### config.mk
export PLATFORM = sky130hd
export DESIGN_NAME = source_text_tokenizer_unit_flat
export DESIGN_NICKNAME = d
export VERILOG_FILES = /design/src/rtl/core/stt_pkg.sv /design/src/rtl/core/stt_if.sv /design/src/rtl/core/stt_ram.sv /design/src/rtl/core/stt_datapath.sv /design/src/rtl/core/stt_ctrl.sv /design/src/rtl/core/source_text_tokenizer_unit.sv /design/src/flat_wrapper.sv
export SDC_FILE = /design/constraint.sdc
export NUM_CORES = 1
export LEC_CHECK = 0
export BUFFER_PORTS_ARGS = -buffer_cell sky130_fd_sc_hd__clkbuf_2
export CORE_MARGIN = 4
export CORE_UTILIZATION = 40
export CTS_CLUSTER_DIAMETER = 100
export DETAILED_ROUTE_END_ITERATION = 12
export GPL_TIMING_DRIVEN = 0
export HOLD_SLACK_MARGIN = 0.03
export PLACE_DENSITY = 0.51
export SYNTH_ARGS = -nofsm -noshare
export SYNTH_HDL_FRONTEND = slang
export SYNTH_HIERARCHICAL = 1
export SYNTH_SLANG_ARGS = --single-unit
### constraint.sdc
create_clock -name clk -period 5.2 [get_ports clk]
set_input_delay 1.3 -clock clk [delete_from_list [all_inputs] [get_ports clk]]
set_output_delay 1.3 -clock clk [all_outputs]
set_load 0.02 [all_outputs]
### src/rtl/core/stt_pkg.sv
// Package: token codes, scan modes, pending operators and shared types.
package stt_pkg;
  localparam int MaxText = 32;
  localparam int CntW = $clog2(MaxText + 1);
  localparam int AddrW = (MaxText > 1) ? $clog2(MaxText) : 1;

  localparam logic [4:0] K_PLUS = 5'd0;
  localparam logic [4:0] K_MINUS = 5'd1;
  localparam logic [4:0] K_ASTERISK = 5'd2;
  localparam logic [4:0] K_SLASH = 5'd3;
  localparam logic [4:0] K_PERCENT = 5'd4;
  localparam logic [4:0] K_ASSIGN = 5'd5;
  localparam logic [4:0] K_EQUAL = 5'd6;
  localparam logic [4:0] K_NOT_EQUAL = 5'd7;
  localparam logic [4:0] K_LESS = 5'd8;
  localparam logic [4:0] K_LESS_EQUAL = 5'd9;
  localparam logic [4:0] K_GREATER = 5'd10;
  localparam logic [4:0] K_GREATER_EQUAL = 5'd11;
  localparam logic [4:0] K_EXCL = 5'd12;
  localparam logic [4:0] K_LPAREN = 5'd13;
  localparam logic [4:0] K_RPAREN = 5'd14;
  localparam logic [4:0] K_LBRACE = 5'd15;
  localparam logic [4:0] K_RBRACE = 5'd16;
  localparam logic [4:0] K_COLON = 5'd17;
  localparam logic [4:0] K_INT = 5'd18;
  localparam logic [4:0] K_FLOAT = 5'd19;
  localparam logic [4:0] K_STRING = 5'd20;
  localparam logic [4:0] K_IDENT = 5'd21;
  localparam logic [4:0] K_AND = 5'd22;
  localparam logic [4:0] K_OR = 5'd23;
  localparam logic [4:0] K_IF = 5'd24;
  localparam logic [4:0] K_ELSE = 5'd25;
  localparam logic [4:0] K_WHILE = 5'd26;
  localparam logic [4:0] K_FOR = 5'd27;
  localparam logic [4:0] K_EOL = 5'd28;
  localparam logic [4:0] K_EOF = 5'd29;

  localparam logic [2:0] M_IDLE = 3'd0;
  localparam logic [2:0] M_IDENT = 3'd1;
  localparam logic [2:0] M_NUMBER = 3'd2;
  localparam logic [2:0] M_STRING = 3'd3;
  localparam logic [2:0] M_COMMENT = 3'd4;

  localparam logic [2:0] P_NONE = 3'd0;
  localparam logic [2:0] P_SLASH = 3'd1;
  localparam logic [2:0] P_ASSIGN = 3'd2;
  localparam logic [2:0] P_LESS = 3'd3;
  localparam logic [2:0] P_GREATER = 3'd4;
  localparam logic [2:0] P_EXCL = 3'd5;

  // controller -> datapath
  typedef struct packed {
    logic             clear;    // new text token
    logic             store;    // append character
    logic             set_float;
    logic             rd_en;    // issue buffer read
    logic [AddrW-1:0] rd_addr;
  } stt_cmd_t;

  // datapath -> controller
  typedef struct packed {
    logic [CntW-1:0] count;
    logic            truncated;
    logic            float_seen;
    logic [4:0]      word_kind;  // keyword code or K_IDENT
    logic [7:0]      rd_data;
  } stt_sts_t;

  function automatic logic is_letter(input logic [7:0] c);
    return (c >= 8'h61 && c <= 8'h7a) || (c >= 8'h41 && c <= 8'h5a);
  endfunction

  function automatic logic is_digit(input logic [7:0] c);
    return c >= 8'h30 && c <= 8'h39;
  endfunction

  function automatic logic [4:0] short_form(input logic [2:0] p);
    case (p)
      P_SLASH: return K_SLASH;
      P_ASSIGN: return K_ASSIGN;
      P_LESS: return K_LESS;
      P_GREATER: return K_GREATER;
      default: return K_EXCL;
    endcase
  endfunction

  function automatic logic [4:0] long_form(input logic [2:0] p);
    case (p)
      P_ASSIGN: return K_EQUAL;
      P_LESS: return K_LESS_EQUAL;
      P_GREATER: return K_GREATER_EQUAL;
      default: return K_NOT_EQUAL;
    endcase
  endfunction
endpackage

### src/rtl/core/stt_if.sv
// Channel interfaces: input character words and token result words.
interface stt_in_if;
  logic       valid;
  logic       ready;
  logic       kind;
  logic [7:0] source_char;
  modport source (output valid, kind, source_char, input ready);
  modport sink (input valid, kind, source_char, output ready);
endinterface

interface stt_out_if;
  logic       valid;
  logic       ready;
  logic [4:0] token_kind;
  logic       is_text;
  logic [7:0] text_char;
  logic [5:0] text_len;
  logic       overflow;
  logic       last;
  modport source (output valid, token_kind, is_text, text_char, text_len, overflow, last,
                  input ready);
  modport sink (input valid, token_kind, is_text, text_char, text_len, overflow, last,
                output ready);
endinterface

### src/rtl/core/stt_ram.sv
// Generic single-port-write, registered-read RAM.
module stt_ram #(
  parameter int Width = 8,
  parameter int Depth = 32
) (
  input  logic                     clk,
  input  logic                     wr_en,
  input  logic [$clog2(Depth)-1:0] wr_addr,
  input  logic [Width-1:0]         wr_data,
  input  logic                     rd_en,
  input  logic [$clog2(Depth)-1:0] rd_addr,
  output logic [Width-1:0]         rd_data
);
  logic [Width-1:0] mem_r [Depth];

  always_ff @(posedge clk) begin
    if (wr_en) mem_r[wr_addr] <= wr_data;
    if (rd_en) rd_data <= mem_r[rd_addr];
  end
endmodule

### src/rtl/core/stt_datapath.sv
// Datapath: text buffer, count, flags and keyword match.
module stt_datapath (
  input  logic              clk,
  input  logic              rst_n,
  input  logic [7:0]        ch,
  input  stt_pkg::stt_cmd_t cmd,
  output stt_pkg::stt_sts_t sts
);
  logic [stt_pkg::CntW-1:0] count_r, count_nxt;
  logic trunc_r, trunc_nxt, float_r, float_nxt;
  logic [7:0] c0_r, c1_r, c2_r, c3_r, c4_r;
  logic wr_en;
  logic [4:0] wk;

  assign wr_en = cmd.store && (count_r < stt_pkg::CntW'(stt_pkg::MaxText));

  always_comb begin
    count_nxt = count_r;
    trunc_nxt = trunc_r;
    float_nxt = float_r;
    if (cmd.clear) begin
      count_nxt = '0;
      trunc_nxt = 1'b0;
      float_nxt = 1'b0;
    end else begin
      if (cmd.store) begin
        if (wr_en) count_nxt = count_r + 1'b1;
        else trunc_nxt = 1'b1;
      end
      if (cmd.set_float) float_nxt = 1'b1;
    end
  end

  always_ff @(posedge clk) begin
    if (!rst_n) begin
      count_r <= '0;
      trunc_r <= 1'b0;
      float_r <= 1'b0;
    end else begin
      count_r <= count_nxt;
      trunc_r <= trunc_nxt;
      float_r <= float_nxt;
    end
  end

  // shadow copy of the first five characters for keyword compare
  always_ff @(posedge clk) begin
    if (wr_en) begin
      case (count_r)
        stt_pkg::CntW'(0): c0_r <= ch;
        stt_pkg::CntW'(1): c1_r <= ch;
        stt_pkg::CntW'(2): c2_r <= ch;
        stt_pkg::CntW'(3): c3_r <= ch;
        stt_pkg::CntW'(4): c4_r <= ch;
        default: ;
      endcase
    end
  end

  always_comb begin
    wk = stt_pkg::K_IDENT;
    if (!trunc_r) begin
      if (count_r == stt_pkg::CntW'(3) && c0_r == "a" && c1_r == "n" && c2_r == "d")
        wk = stt_pkg::K_AND;
      else if (count_r == stt_pkg::CntW'(2) && c0_r == "o" && c1_r == "r")
        wk = stt_pkg::K_OR;
      else if (count_r == stt_pkg::CntW'(2) && c0_r == "i" && c1_r == "f")
        wk = stt_pkg::K_IF;
      else if (count_r == stt_pkg::CntW'(4) && c0_r == "e" && c1_r == "l" &&
               c2_r == "s" && c3_r == "e")
        wk = stt_pkg::K_ELSE;
      else if (count_r == stt_pkg::CntW'(5) && c0_r == "w" && c1_r == "h" &&
               c2_r == "i" && c3_r == "l" && c4_r == "e")
        wk = stt_pkg::K_WHILE;
      else if (count_r == stt_pkg::CntW'(3) && c0_r == "f" && c1_r == "o" && c2_r == "r")
        wk = stt_pkg::K_FOR;
    end
  end

  stt_ram #(.Width(8), .Depth(stt_pkg::MaxText)) u_buf (
    .clk     (clk),
    .wr_en   (wr_en),
    .wr_addr (count_r[stt_pkg::AddrW-1:0]),
    .wr_data (ch),
    .rd_en   (cmd.rd_en),
    .rd_addr (cmd.rd_addr),
    .rd_data (sts.rd_data)
  );

  assign sts.count = count_r;
  assign sts.truncated = trunc_r;
  assign sts.float_seen = float_r;
  assign sts.word_kind = wk;
endmodule

### src/rtl/core/stt_ctrl.sv
// Controller: scan state, input decode and result word sequencing.
module stt_ctrl (
  input  logic              clk,
  input  logic              rst_n,
  stt_in_if.sink            in_ch,
  stt_out_if.source         out_ch,
  output logic [7:0]        ch,
  output stt_pkg::stt_cmd_t cmd,
  input  stt_pkg::stt_sts_t sts
);
  // sequencer states
  localparam logic [2:0] S_IDLE = 3'd0;  // wait for word
  localparam logic [2:0] S_PRE  = 3'd1;  // emit short operator / keyword / value header
  localparam logic [2:0] S_TEXT = 3'd2;  // replay buffered text
  localparam logic [2:0] S_POST = 3'd3;  // act on character afresh, store a started token's first character
  localparam logic [2:0] S_TAIL = 3'd4;  // emit single tail token

  logic [2:0] st_r, st_nxt;
  logic [2:0] mode_r, mode_nxt;
  logic [2:0] pend_r, pend_nxt;
  logic       eot_r, eot_nxt;
  logic [7:0] ch_r, ch_nxt;
  logic       hv_r, hv_nxt;        // header token present
  logic [4:0] hk_r, hk_nxt;        // header token kind
  logic       fresh_r, fresh_nxt;  // run fresh handling after header/text
  logic [4:0] tk_r, tk_nxt;        // tail token kind
  logic       tv_r, tv_nxt;        // tail token present
  logic [stt_pkg::CntW-1:0] idx_r, idx_nxt;
  logic       ov_r, ov_nxt;
  logic [4:0] o_kind_r, o_kind_nxt;
  logic       o_text_r, o_text_nxt;
  logic [7:0] o_char_r, o_char_nxt;
  logic [5:0] o_len_r, o_len_nxt;
  logic       o_ovf_r, o_ovf_nxt;
  logic       o_last_r, o_last_nxt;
  logic       o_busy, acc;
  logic       pv_r, pv_nxt;        // rd data pending for text word

  assign o_busy = ov_r && !out_ch.ready;
  assign in_ch.ready = (st_r == S_IDLE);
  assign acc = in_ch.valid && in_ch.ready;
  assign ch = acc ? in_ch.source_char : ch_r;

  assign out_ch.valid = ov_r;
  assign out_ch.token_kind = o_kind_r;
  assign out_ch.is_text = o_text_r;
  assign out_ch.text_char = o_char_r;
  assign out_ch.text_len = o_len_r;
  assign out_ch.overflow = o_ovf_r;
  assign out_ch.last = o_last_r;

  // fresh character decode: returns single token or new pending / mode
  function automatic void fresh(input logic [7:0] c, output logic tok_v,
                                output logic [4:0] tok, output logic [2:0] pend,
                                output logic [2:0] mode, output logic clr,
                                output logic st);
    tok_v = 1'b0; tok = stt_pkg::K_EOL; pend = stt_pkg::P_NONE;
    mode = stt_pkg::M_IDLE; clr = 1'b0; st = 1'b0;
    case (c)
      8'h0a: begin tok_v = 1'b1; tok = stt_pkg::K_EOL; end
      "/": pend = stt_pkg::P_SLASH;
      "=": pend = stt_pkg::P_ASSIGN;
      "<": pend = stt_pkg::P_LESS;
      ">": pend = stt_pkg::P_GREATER;
      "!": pend = stt_pkg::P_EXCL;
      8'h22, 8'h27: begin clr = 1'b1; mode = stt_pkg::M_STRING; end
      ":": begin tok_v = 1'b1; tok = stt_pkg::K_COLON; end
      "+": begin tok_v = 1'b1; tok = stt_pkg::K_PLUS; end
      "-": begin tok_v = 1'b1; tok = stt_pkg::K_MINUS; end
      "%": begin tok_v = 1'b1; tok = stt_pkg::K_PERCENT; end
      "*": begin tok_v = 1'b1; tok = stt_pkg::K_ASTERISK; end
      "(": begin tok_v = 1'b1; tok = stt_pkg::K_LPAREN; end
      ")": begin tok_v = 1'b1; tok = stt_pkg::K_RPAREN; end
      "{": begin tok_v = 1'b1; tok = stt_pkg::K_LBRACE; end
      "}": begin tok_v = 1'b1; tok = stt_pkg::K_RBRACE; end
      default: begin
        if (stt_pkg::is_letter(c)) begin
          clr = 1'b1; st = 1'b1; mode = stt_pkg::M_IDENT;
        end else if (stt_pkg::is_digit(c)) begin
          clr = 1'b1; st = 1'b1; mode = stt_pkg::M_NUMBER;
        end
      end
    endcase
  endfunction

  always_comb begin
    logic f_v, f_clr, f_st;
    logic [4:0] f_tok;
    logic [2:0] f_pend, f_mode;
    logic [stt_pkg::CntW-1:0] n;
    logic emit;
    f_v = 1'b0; f_clr = 1'b0; f_st = 1'b0; f_tok = stt_pkg::K_EOL;
    f_pend = stt_pkg::P_NONE; f_mode = stt_pkg::M_IDLE; emit = 1'b0;
    // decode of the held character, also tells whether a tail token follows
    fresh(ch_r, f_v, f_tok, f_pend, f_mode, f_clr, f_st);
    n = sts.truncated ? stt_pkg::CntW'(stt_pkg::MaxText) : sts.count;
    st_nxt = st_r; mode_nxt = mode_r; pend_nxt = pend_r; eot_nxt = eot_r;
    ch_nxt = ch_r; hv_nxt = hv_r; hk_nxt = hk_r; fresh_nxt = fresh_r;
    tk_nxt = tk_r; tv_nxt = tv_r; idx_nxt = idx_r; pv_nxt = 1'b0;
    cmd = '0;
    cmd.rd_addr = idx_r[stt_pkg::AddrW-1:0];
    ov_nxt = ov_r && !out_ch.ready;
    o_kind_nxt = o_kind_r; o_text_nxt = o_text_r; o_char_nxt = o_char_r;
    o_len_nxt = o_len_r; o_ovf_nxt = o_ovf_r; o_last_nxt = o_last_r;

    case (st_r)
      S_IDLE: begin
        if (acc) begin
          ch_nxt = in_ch.source_char;
          eot_nxt = in_ch.kind;
          hv_nxt = 1'b0; fresh_nxt = 1'b0; tv_nxt = 1'b0;
          st_nxt = S_PRE;
          if (in_ch.kind) begin
            tv_nxt = 1'b1; tk_nxt = stt_pkg::K_EOF;
            if (mode_r == stt_pkg::M_IDENT) begin
              hv_nxt = 1'b1; hk_nxt = sts.word_kind;
            end else if (mode_r == stt_pkg::M_NUMBER) begin
              hv_nxt = 1'b1;
              hk_nxt = sts.float_seen ? stt_pkg::K_FLOAT : stt_pkg::K_INT;
            end else if (mode_r == stt_pkg::M_IDLE && pend_r != stt_pkg::P_NONE &&
                         pend_r <= stt_pkg::P_EXCL) begin
              hv_nxt = 1'b1; hk_nxt = stt_pkg::short_form(pend_r);
            end
            mode_nxt = stt_pkg::M_IDLE; pend_nxt = stt_pkg::P_NONE;
          end else begin
            case (mode_r)
              stt_pkg::M_COMMENT: begin
                if (in_ch.source_char == 8'h0a) begin
                  tv_nxt = 1'b1; tk_nxt = stt_pkg::K_EOL; mode_nxt = stt_pkg::M_IDLE;
                end
              end
              stt_pkg::M_STRING: begin
                if (in_ch.source_char == 8'h22 || in_ch.source_char == 8'h27) begin
                  hv_nxt = 1'b1; hk_nxt = stt_pkg::K_STRING; mode_nxt = stt_pkg::M_IDLE;
                end else cmd.store = 1'b1;
              end
              stt_pkg::M_IDENT: begin
                if (stt_pkg::is_letter(in_ch.source_char) ||
                    stt_pkg::is_digit(in_ch.source_char)) cmd.store = 1'b1;
                else begin
                  hv_nxt = 1'b1; hk_nxt = sts.word_kind; fresh_nxt = 1'b1;
                  mode_nxt = stt_pkg::M_IDLE;
                end
              end
              stt_pkg::M_NUMBER: begin
                if (stt_pkg::is_digit(in_ch.source_char)) cmd.store = 1'b1;
                else if (in_ch.source_char == ".") begin
                  cmd.store = 1'b1; cmd.set_float = 1'b1;
                end else begin
                  hv_nxt = 1'b1; fresh_nxt = 1'b1; mode_nxt = stt_pkg::M_IDLE;
                  hk_nxt = sts.float_seen ? stt_pkg::K_FLOAT : stt_pkg::K_INT;
                end
              end
              default: begin
                mode_nxt = stt_pkg::M_IDLE;
                pend_nxt = stt_pkg::P_NONE;
                if (pend_r == stt_pkg::P_NONE || pend_r > stt_pkg::P_EXCL) begin
                  fresh_nxt = 1'b1;
                end else if (pend_r == stt_pkg::P_SLASH) begin
                  if (in_ch.source_char == "/") mode_nxt = stt_pkg::M_COMMENT;
                  else begin
                    hv_nxt = 1'b1; hk_nxt = stt_pkg::K_SLASH; fresh_nxt = 1'b1;
                  end
                end else if (in_ch.source_char == "=") begin
                  tv_nxt = 1'b1; tk_nxt = stt_pkg::long_form(pend_r);
                end else begin
                  hv_nxt = 1'b1; hk_nxt = stt_pkg::short_form(pend_r); fresh_nxt = 1'b1;
                end
              end
            endcase
          end
        end
      end
      S_PRE: begin
        // hv_r set: operator header or value header; value if kind has text
        if (!hv_r) st_nxt = S_POST;
        else if (!o_busy) begin
          emit = 1'b1;
          o_kind_nxt = hk_r; o_text_nxt = 1'b0; o_char_nxt = '0;
          if (hk_r == stt_pkg::K_INT || hk_r == stt_pkg::K_FLOAT ||
              hk_r == stt_pkg::K_STRING || hk_r == stt_pkg::K_IDENT) begin
            o_len_nxt = 6'(n); o_ovf_nxt = sts.truncated;
            idx_nxt = '0;
            if (n != '0) begin
              cmd.rd_en = 1'b1; cmd.rd_addr = '0; pv_nxt = 1'b1;
            end
            o_last_nxt = (n == '0) && !(fresh_r && f_v) && !tv_r;
            st_nxt = (n == '0) ? S_POST : S_TEXT;
          end else begin
            o_len_nxt = '0; o_ovf_nxt = 1'b0;
            o_last_nxt = !(fresh_r && f_v) && !tv_r;
            st_nxt = S_POST;
          end
        end
      end
      S_TEXT: begin
        if (pv_r || !o_busy) begin
          if (!pv_r) begin
            cmd.rd_en = 1'b1; pv_nxt = 1'b1;
          end else if (!o_busy) begin
            emit = 1'b1;
            o_kind_nxt = hk_r; o_text_nxt = 1'b1; o_char_nxt = sts.rd_data;
            o_len_nxt = '0; o_ovf_nxt = 1'b0;
            o_last_nxt = (idx_r + 1'b1 == n) && !(fresh_r && f_v) && !tv_r;
            idx_nxt = idx_r + 1'b1;
            if (idx_r + 1'b1 == n) st_nxt = S_POST;
          end else pv_nxt = 1'b1;
        end
      end
      S_POST: begin
        if (fresh_r) begin
          pend_nxt = f_pend; mode_nxt = f_mode;
          cmd.clear = f_clr;
          fresh_nxt = 1'b0;
          if (f_v) begin tv_nxt = 1'b1; tk_nxt = f_tok; end
          if (f_st) st_nxt = S_POST; // store next cycle after clear
          else st_nxt = S_TAIL;
          if (f_st) begin hv_nxt = 1'b0; tv_nxt = 1'b0; end
          hv_nxt = f_st; // reuse as store-pending flag
        end else if (hv_r && !eot_r && st_r == S_POST && mode_r != stt_pkg::M_IDLE &&
                     mode_r != stt_pkg::M_STRING) begin
          cmd.store = 1'b1; hv_nxt = 1'b0; st_nxt = S_TAIL;
        end else st_nxt = S_TAIL;
      end
      S_TAIL: begin
        if (!tv_r) begin
          st_nxt = S_IDLE;
          if (eot_r) cmd.clear = 1'b1;
        end else if (!o_busy) begin
          emit = 1'b1;
          o_kind_nxt = tk_r; o_text_nxt = 1'b0; o_char_nxt = '0;
          o_len_nxt = '0; o_ovf_nxt = 1'b0; o_last_nxt = 1'b1;
          tv_nxt = 1'b0;
          st_nxt = S_IDLE;
          if (eot_r) cmd.clear = 1'b1;
        end
      end
      default: st_nxt = S_IDLE;
    endcase
    if (emit) ov_nxt = 1'b1;
  end

  always_ff @(posedge clk) begin
    if (!rst_n) begin
      st_r <= S_IDLE;
      mode_r <= stt_pkg::M_IDLE;
      pend_r <= stt_pkg::P_NONE;
      ov_r <= 1'b0;
      pv_r <= 1'b0;
      hv_r <= 1'b0;
      fresh_r <= 1'b0;
      tv_r <= 1'b0;
      eot_r <= 1'b0;
    end else begin
      st_r <= st_nxt;
      mode_r <= mode_nxt;
      pend_r <= pend_nxt;
      ov_r <= ov_nxt;
      pv_r <= pv_nxt;
      hv_r <= hv_nxt;
      fresh_r <= fresh_nxt;
      tv_r <= tv_nxt;
      eot_r <= eot_nxt;
    end
  end

  always_ff @(posedge clk) begin
    ch_r <= ch_nxt;
    hk_r <= hk_nxt;
    tk_r <= tk_nxt;
    idx_r <= idx_nxt;
    o_kind_r <= o_kind_nxt;
    o_text_r <= o_text_nxt;
    o_char_r <= o_char_nxt;
    o_len_r <= o_len_nxt;
    o_ovf_r <= o_ovf_nxt;
    o_last_r <= o_last_nxt;
  end
endmodule

### src/rtl/core/source_text_tokenizer_unit.sv
// Top level of the source text tokenizer.
// One input word (a character or an end-of-text mark) is handled at a time.
// A character that only extends a token, or that completes only single-word
// tokens, passes through the PRE, POST and TAIL states before the next accept.
// A value token adds, for each text character, a registered read of the
// 32-entry text buffer and then a load of the output word, and a letter or
// digit that starts a new token right after it adds a further POST step for
// its store. Output stalls hold the sequencer; the output register frees input
// handling once the last word is loaded.
module source_text_tokenizer_unit (
  input  logic clk,
  input  logic rst_n,
  stt_in_if.sink    in_ch,
  stt_out_if.source out_ch
);
  stt_pkg::stt_cmd_t cmd;
  stt_pkg::stt_sts_t sts;
  logic [7:0] ch;

  stt_ctrl u_ctrl (
    .clk(clk), .rst_n(rst_n), .in_ch(in_ch), .out_ch(out_ch),
    .ch(ch), .cmd(cmd), .sts(sts)
  );

  stt_datapath u_dp (
    .clk(clk), .rst_n(rst_n), .ch(ch), .cmd(cmd), .sts(sts)
  );
endmodule

### src/flat_wrapper.sv
// flat-port wrapper written by rule: the top's interface ports become plain ports
module source_text_tokenizer_unit_flat 
  (clk, rst_n, in_ch_valid, in_ch_kind, in_ch_source_char, in_ch_ready, out_ch_valid, out_ch_token_kind, out_ch_is_text, out_ch_text_char, out_ch_text_len, out_ch_overflow, out_ch_last, out_ch_ready);
  stt_in_if in_ch_i ();
  stt_out_if out_ch_i ();
  input  logic clk;
  input  logic rst_n;
  input wire logic [$bits(in_ch_i.valid)-1:0] in_ch_valid;
  input wire logic [$bits(in_ch_i.kind)-1:0] in_ch_kind;
  input wire logic [$bits(in_ch_i.source_char)-1:0] in_ch_source_char;
  output wire logic [$bits(in_ch_i.ready)-1:0] in_ch_ready;
  output wire logic [$bits(out_ch_i.valid)-1:0] out_ch_valid;
  output wire logic [$bits(out_ch_i.token_kind)-1:0] out_ch_token_kind;
  output wire logic [$bits(out_ch_i.is_text)-1:0] out_ch_is_text;
  output wire logic [$bits(out_ch_i.text_char)-1:0] out_ch_text_char;
  output wire logic [$bits(out_ch_i.text_len)-1:0] out_ch_text_len;
  output wire logic [$bits(out_ch_i.overflow)-1:0] out_ch_overflow;
  output wire logic [$bits(out_ch_i.last)-1:0] out_ch_last;
  input wire logic [$bits(out_ch_i.ready)-1:0] out_ch_ready;
  assign in_ch_i.valid = in_ch_valid;
  assign in_ch_i.kind = in_ch_kind;
  assign in_ch_i.source_char = in_ch_source_char;
  assign in_ch_ready = in_ch_i.ready;
  assign out_ch_valid = out_ch_i.valid;
  assign out_ch_token_kind = out_ch_i.token_kind;
  assign out_ch_is_text = out_ch_i.is_text;
  assign out_ch_text_char = out_ch_i.text_char;
  assign out_ch_text_len = out_ch_i.text_len;
  assign out_ch_overflow = out_ch_i.overflow;
  assign out_ch_last = out_ch_i.last;
  assign out_ch_i.ready = out_ch_ready;
  source_text_tokenizer_unit u_core (.clk(clk), .rst_n(rst_n), .in_ch(in_ch_i), .out_ch(out_ch_i));
endmodule
==> impl_metrics.env, run 1 <==
export IMPL_synth_top_family_by_area="multiplexers"
export IMPL_cts_buffers=41
export IMPL_path_buf_inv=3
export IMPL_yosysUniqueCellTypes=92
export IMPL_crit_chain="clkbuf_1, nor2_1, a211o_2, a21oi_1, a22oi_1, o41ai_4, nor2b_1, clkbuf_1, or3b_2, clkbuf_1, nor2_2"
export IMPL_regMostFlops="u_core/u_dp/u_buf/mem_r"
export IMPL_regArea_um2=10970
export IMPL_drive_gt1_share_pct=22.90
export IMPL_critPathKind="in -> reg"
export IMPL_drt_iter0_drc=771
export IMPL_cp_slowest_stage_delay_ns=0.64
export IMPL_avgViaCountPerCell=5.615
export IMPL_fp_dieH_um=210.4
export IMPL_max_freq_mhz=197.6
export IMPL_fin_crit_sh_pct=97.32
export IMPL_pwr_share_seq_pct=50.7
export IMPL_synth_area_mux_share_pct=12.50
export IMPL_dieArea_um2=44280
export IMPL_critPathTopFamily="compound AO/OA/AOI/OAI gates"
export IMPL_num_vias=9299
export IMPL_yosys_area_share_xor_xnor_pct=1.099
export IMPL_grt_pass1_wl_um=58860
export IMPL_multi_input_area_um2=5066
export IMPL_track_usage_pct=17.73
export IMPL_synth_area_top_cells="edfxtp_1, mux4_2, dfxtp_1, nor2_1, mux2_2"
export IMPL_place_congestion=0.8900
export IMPL_status="completed"
export IMPL_core_area_um2=40100
export IMPL_start_kind="input port"
export IMPL_dpl_cell_count=1580
export IMPL_pin_count=37
export IMPL_critical_path_arrival_ns=5.25
export IMPL_synthFlopType="edfxtp_1"
export IMPL_initial_utilization_pct=40.88
export IMPL_syn_cell_area_um2=16390
export IMPL_clock_skew_ns=0.02482
export IMPL_switching_share_pct=23.52
export IMPL_clock_latency_ns=0.57
export IMPL_crit_top_cell="clkbuf_1"
export IMPL_hold_class="reg -> reg"
export IMPL_synth_compound_area_share_pct=5.366
export IMPL_place_ws_ns=-0.6242
export IMPL_slew_headroom_pct=24.26
export IMPL_dp_hpwl_um=25710
export IMPL_grt_max_degree=39
export IMPL_setup_violations=0
export IMPL_clock_sinks=373
export IMPL_pwr_density_cell_nw_per_um2=375.0
export IMPL_drv_slew=0
export IMPL_max_cap_viol_count=0
export IMPL_crit_slowest_cell="o41ai_4"
export IMPL_min_period_ns=5.061
export IMPL_cts_max_path_buffers=3
export IMPL_grt_overflow=0
export IMPL_rows=73
export IMPL_clockPowerShare_pct=40.9
export IMPL_dieWidth_um=210.4
export IMPL_synth_simple_area_share_pct=10.96
export IMPL_ys_seq_area_share_pct=66.93
export IMPL_wl_um=39230
export IMPL_htreeDepth=2
export IMPL_synthAdderAreaFrac_pct=0.6717
export IMPL_antenna_found_initial=0
export IMPL_synth_edf_count=350
export IMPL_hold_viol_final=0
export IMPL_drt_first_pass_iters=5
export IMPL_syn_to_final_growth_pct=13.49
export IMPL_port_buffers=33
export IMPL_ir_drop_mv=0.1936
export IMPL_cp_end_kind="flop"
export IMPL_pwr_share_comb_pct=8.4
export IMPL_async_flop_share_pct=0
export IMPL_netlist_area_leader_share_pct=64.12
export IMPL_yosysWarnings=6
export IMPL_tightest_slew_ns=1.136
export IMPL_cp_required_ns=5.39
export IMPL_nFillCells=3475
export IMPL_intPower_uw=5336
export IMPL_p_sw_uw=1641
export IMPL_syn_inst=1022
export IMPL_nNetsFinal=1119
export IMPL_cts_setup_buffers=0
export IMPL_tritoncts="built"
export IMPL_wire_per_inst_um=23.69
export IMPL_antenna_left=0
export IMPL_clockRootBuffer="clkbuf_16"
export IMPL_fin_ws_ns=0.1394
export IMPL_clk_pin_slew_ns=0.06
export IMPL_synth_seq_cells=373
export IMPL_antenna_cells=0
export IMPL_drcViolationCount=0
export IMPL_rsz0062_at_grt="yes"
export IMPL_largest_reg_flops=256
export IMPL_power_leakage_uw=0.005859
export IMPL_worst_path_max_fanout=10
export IMPL_syn_area_per_cell_um2=16.04
export IMPL_grt_pass1_vias=9046
export IMPL_syn_num_nets=1043
export IMPL_stdcell_count=1656
export IMPL_synth_top_cell_by_area="edfxtp_1"
-- through the flow --
step / utilization (%) / TNS [ns] / hold slack (ns) / total power [uW] / instance area, um2
6_report: 46.39 / 0 / 0.4780 / 6976 / 18600
3_5_place_dp: 42.95 / -110.36 / 0.4730 / 4201 / 17220
5_1_grt: 46.39 / -3.321 / 0.5298 / 7256 / 18600
2_1_floorplan: - / 0 / 0.4401 / 3940 / 16390
3_3_place_gp: 42.93 / -225.68 / 0.4610 / 4188 / 17210
4_1_cts: 46.33 / -0.7379 / 0.4859 / 7081 / 18580
-- cell usage after synthesis, drive strengths merged, types with 4 or more instances --
master and instances:
a21boi 7, a21oi 38, a22oi 5, a2bb2oi 4, a31oi 6, and2 24
and3 11, and4b 5, buf 27, clkbuf 30, dfxtp 23, edfxtp 350
ha 8, inv 13, mux2 21, mux4 80, nand2 53, nand2b 13
nand3 21, nand3b 8, nand4 13, nand4b 5, nor2 85, nor2b 15
nor3 19, nor4 10, nor4b 4, nor4bb 6, o211ai 6, o21ai 24
o31ai 4, or2 4, or3 6, or3b 4, xnor2 10, xor2 8
-- metal layers --
| layer | GRT usage (%) | vias to the layer above | wire length [um] |
|---|---|---|---|
| li1 | - | 4203 | - |
| met1 | 27.23 | 4797 | 18680 |
| met2 | 26.71 | 263 | 17680 |
| met3 | 3.676 | 36 | 2381 |
| met4 | 3.130 | 0 | 481 |
| met5 | 0 | - | 0 |
-- layout by cell type (no fill, tap or decap), types with 8 or more instances in the layout --
| cell | n |
|---|---|
| nand4_1 | 12 |
| clkbuf_16 | 42 |
| inv_1 | 13 |
| nand3b_1 | 8 |
| dfxtp_1 | 23 |
| ha_1 | 8 |
| xor2_1 | 8 |
| edfxtp_1 | 350 |
| xnor2_1 | 10 |
| clkinv_1 | 9 |
| clkbuf_1 | 36 |
| o21ai_0 | 23 |
| nor2_2 | 10 |
| and3_1 | 9 |
| nor2_1 | 75 |
| nand2_1 | 53 |
| nand3_1 | 20 |
| and2_1 | 24 |
| mux4_2 | 80 |
| clkbuf_2 | 33 |
| mux2_2 | 21 |
| nor3_1 | 17 |
| nor2b_1 | 15 |
| nand2b_1 | 12 |
| buf_4 | 9 |
| a21oi_1 | 38 |
-- power groups by stage --
stage               Combinational, uW  Sequential, uW  Clock, uW
finish                            584            3540       2850
global placement                  586            3600          0
global route                      641            3540       3070
detailed placement                598            3600          0
floorplan                         343            3600          0
CTS                               599            3540       2940
-- worst register-to-register path, cell delays in order, from the launching register on --
cell,delay [ns]
dfxtp_1,0.39
nor3_4,0.64
nand2_1,0.33
clkbuf_1,0.37
o41ai_4,0.60
nor2b_1,0.21
clkbuf_1,0.37
or3b_2,0.48
clkbuf_1,0.40
nor2_2,0.59
-- path summary, 6_finish.rpt --
kind                         startpoint                            end  slack (ns)  cells after the start
setup / recovery   in_ch_source_char[2]  u_core/u_dp/u_buf/mem_r[0][3]        0.14                     11
hold / removal      u_core/u_dp/float_r            u_core/u_dp/float_r        0.48                      2
setup reg to reg  u_core/u_ctrl/st_r[0]  u_core/u_dp/u_buf/mem_r[0][3]        0.46                      9
hold reg to reg     u_core/u_dp/float_r            u_core/u_dp/float_r        0.48                      2
-- timing repair --
action | in CTS | in global routing
resized for setup | 4 | 7
setup endpoints to repair | 80 | 256
hold buffers | 0 | 0
-- layout make-up --
type,count,area share [%]
Clock inverter,26,1.399
Inverter,13,0.2623
Sequential cell,373,58.97
Tap cell,525,3.531
Clock buffer,50,5.811
Multi-Input combinational cell,577,27.23
Timing Repair Buffer,33,0.8878
Buffer,59,1.903
-- cells by family (layout without fill, tap and decap cells) --
group           Yosys count  in the layout
fa+ha+maj                 9              9
other cells               1              1
compound gates          128            128
xor+xnor                 19             19
flops                   373            373
simple gates            318            318
mux                     102            102
buf+inv                  72            181
Power figures use the tool's default switching activity.
==> run 2: changes to the inputs <==
--- a/config.mk
+++ b/config.mk
@@ -5,14 +5,13 @@
 export SDC_FILE = /design/constraint.sdc
 export NUM_CORES = 1
 export LEC_CHECK = 0
+export ABC_CLOCK_PERIOD_IN_PS = 5200
 export BUFFER_PORTS_ARGS = -buffer_cell sky130_fd_sc_hd__clkbuf_2
 export CORE_MARGIN = 4
 export CORE_UTILIZATION = 40
 export CTS_CLUSTER_DIAMETER = 100
 export DETAILED_ROUTE_END_ITERATION = 12
-export GPL_TIMING_DRIVEN = 0
 export HOLD_SLACK_MARGIN = 0.03
-export PLACE_DENSITY = 0.51
 export SYNTH_ARGS = -nofsm -noshare
 export SYNTH_HDL_FRONTEND = slang
 export SYNTH_HIERARCHICAL = 1
==> impl_metrics.env, run 2 (synthesis results as in run 1) <==
export IMPL_regArea_um2=10970
export IMPL_r2r_cells=8
export IMPL_clockRootBuffer="clkbuf_16"
export IMPL_clock_skew_ns=0.01530
export IMPL_pwr_share_comb_pct=7.5
export IMPL_fin_ws_ns=1.020
export IMPL_cts_max_path_buffers=3
export IMPL_rr_startpoint="u_core/u_dp/count_r[1]"
export IMPL_tightest_slew_ns=1.068
export IMPL_grt_max_degree=65
export IMPL_antenna_cells=0
export IMPL_dieArea_um2=44280
export IMPL_critPathKind="in -> reg"
export IMPL_fin_util_pct=46.05
export IMPL_max_cap_viol_count=0
export IMPL_timing_rr_end="u_core/u_dp/u_buf/rd_data[2]"
export IMPL_pin_count=37
export IMPL_hold_viol_final=0
export IMPL_htreeDepth=2
export IMPL_critPathTopFamily="compound AO/OA/AOI/OAI gates"
export IMPL_grt_pass1_vias=9286
export IMPL_dp_hpwl_um=23970
export IMPL_total_power_uw=6674
export IMPL_place_congestion=0.8591
export IMPL_path_buf_inv=3
export IMPL_antenna_left=0
export IMPL_final_cell_mix="edfxtp_1, nor2_1, mux4_2, nand2_1, buf_4"
export IMPL_r2r_setup_slack_ns=1.38
export IMPL_pwr_share_seq_pct=53.7
export IMPL_wl_um=36550
export IMPL_dieWidth_um=210.4
export IMPL_crit_chain="clkbuf_2, nor3_1, a211o_2, a21oi_1, a22oi_1, o41ai_1, buf_4, nor2b_1, or3b_2, nor2_1, buf_4"
export IMPL_place_ws_ns=0.5525
export IMPL_min_period_ns=4.180
export IMPL_cp_required_ns=5.44
export IMPL_switching_share_pct=23.13
export IMPL_cts_buffers=39
export IMPL_intPower_uw=5131
export IMPL_grt_overflow=0
export IMPL_antenna_found_initial=2
export IMPL_tritoncts="built"
export IMPL_finalHoldWorstSlack_ns=0.4856
export IMPL_ir_drop_mv=0.1886
export IMPL_setup_violations=0
export IMPL_grt_pass1_wl_um=56400
export IMPL_cts_resized=0
export IMPL_drive_gt1_share_pct=24.33
export IMPL_drcViolationCount=0
export IMPL_clk_pin_slew_ns=0.06
export IMPL_cp_end_kind="flop"
export IMPL_clock_sinks=373
export IMPL_crit_cells=11
export IMPL_wire_per_inst_um=22.25
export IMPL_track_usage_pct=16.52
export IMPL_critical_path_arrival_ns=4.42
export IMPL_cp_slowest_stage_delay_ns=0.63
export IMPL_clock_latency_ns=0.54
export IMPL_drv_slew=0
export IMPL_rsz0062_at_grt="no"
export IMPL_whs_path_depth=2
export IMPL_largest_reg_flops=256
export IMPL_initial_utilization_pct=40.88
export IMPL_drt_iter0_drc=772
export IMPL_regMostFlops="u_core/u_dp/u_buf/mem_r"
export IMPL_worst_path_max_fanout=10
export IMPL_nNetsFinal=1111
export IMPL_cts_setup_buffers=0
export IMPL_core_area_um2=40100
export IMPL_num_vias=9260
export IMPL_syn_to_final_growth_pct=12.66
export IMPL_clockPowerShare_pct=38.8
export IMPL_rows=73
export IMPL_multi_input_area_um2=5022
export IMPL_start_kind="input port"
export IMPL_pwr_density_cell_nw_per_um2=361.4
export IMPL_layout_commonest_cell="edfxtp_1"
export IMPL_holdPathEnd="u_core/u_dp/float_r"
export IMPL_hp_start="u_core/u_dp/float_r"
export IMPL_hold_class="reg -> reg"
export IMPL_slew_headroom_pct=28.78
export IMPL_fin_crit_sh_pct=80.38
export IMPL_avgViaCountPerCell=5.636
export IMPL_crit_top_cell="buf_4"
export IMPL_status="completed"
export IMPL_power_leakage_uw=0.005891
export IMPL_drt_first_pass_iters=5
export IMPL_nFillCells=3396
export IMPL_cts_hold_buf=0
export IMPL_port_buffers=36
export IMPL_max_freq_mhz=239.3
export IMPL_fp_dieH_um=210.4
export IMPL_p_sw_uw=1544
export IMPL_fin_setup_tns_ns=0
export IMPL_crit_slowest_cell="or3b_2"
-- run 2: how the worst max path moves through the flow --
stage	endpoint	from	slack [ns]
after floorplan	u_core/u_dp/u_buf/mem_r[28][0]	in_ch_source_char[2]	0.56
after global placement	u_core/u_dp/u_buf/mem_r[0][1]	in_ch_source_char[3]	0.65
after detailed placement	u_core/u_dp/u_buf/mem_r[0][6]	in_ch_source_char[3]	0.55
after CTS	u_core/u_dp/u_buf/mem_r[28][7]	in_ch_source_char[3]	1.10
after global routing	u_core/u_dp/u_buf/mem_r[0][1]	in_ch_source_char[4]	0.91
final	u_core/u_dp/u_buf/mem_r[0][5]	in_ch_source_char[3]	1.02
-- run 2: power groups by stage --
stage               Combinational [uW]  Sequential, uW  Clock (uW)
finish                             502            3590        2590
global route                       554            3590        2780
CTS                                514            3580        2650
detailed placement                 515            3650           0
global placement                   507            3650           0
floorplan                          343            3600           0
-- run 2: tightest hold or removal path, delay by kind of cell, from the launching register on --
family           cells  cell delay [ns]
AND/OR/NAND/NOR      2             0.12
flip-flops           1             0.32
-- run 2: per-layer routing --
layer	up-vias	part of all wire, %	GRT usage, %
li1	4180	-	-
met1	4768	46	23.87
met2	266	47	26.07
met3	46	5.7	3.378
met4	0	1.8	4.024
met5	-	0	0
-- run 2: area by class of cell --
class	count	share of cell area [%]
clock inverter	15	0.6098
multi-input combinational	577	27.20
inverter	13	0.2642
sequential	373	59.41
clock buffer	54	5.820
tap	525	3.557
timing repair buffer	86	3.144
-- run 2: per-stage QoR --
step | area (um2) | std cells
after global placement | 17280 | 1574
after global routing | 18470 | 1643
after CTS | 18470 | 1643
final | 18470 | 1643
after detailed placement | 17280 | 1574
after floorplan | 16390 | 1022
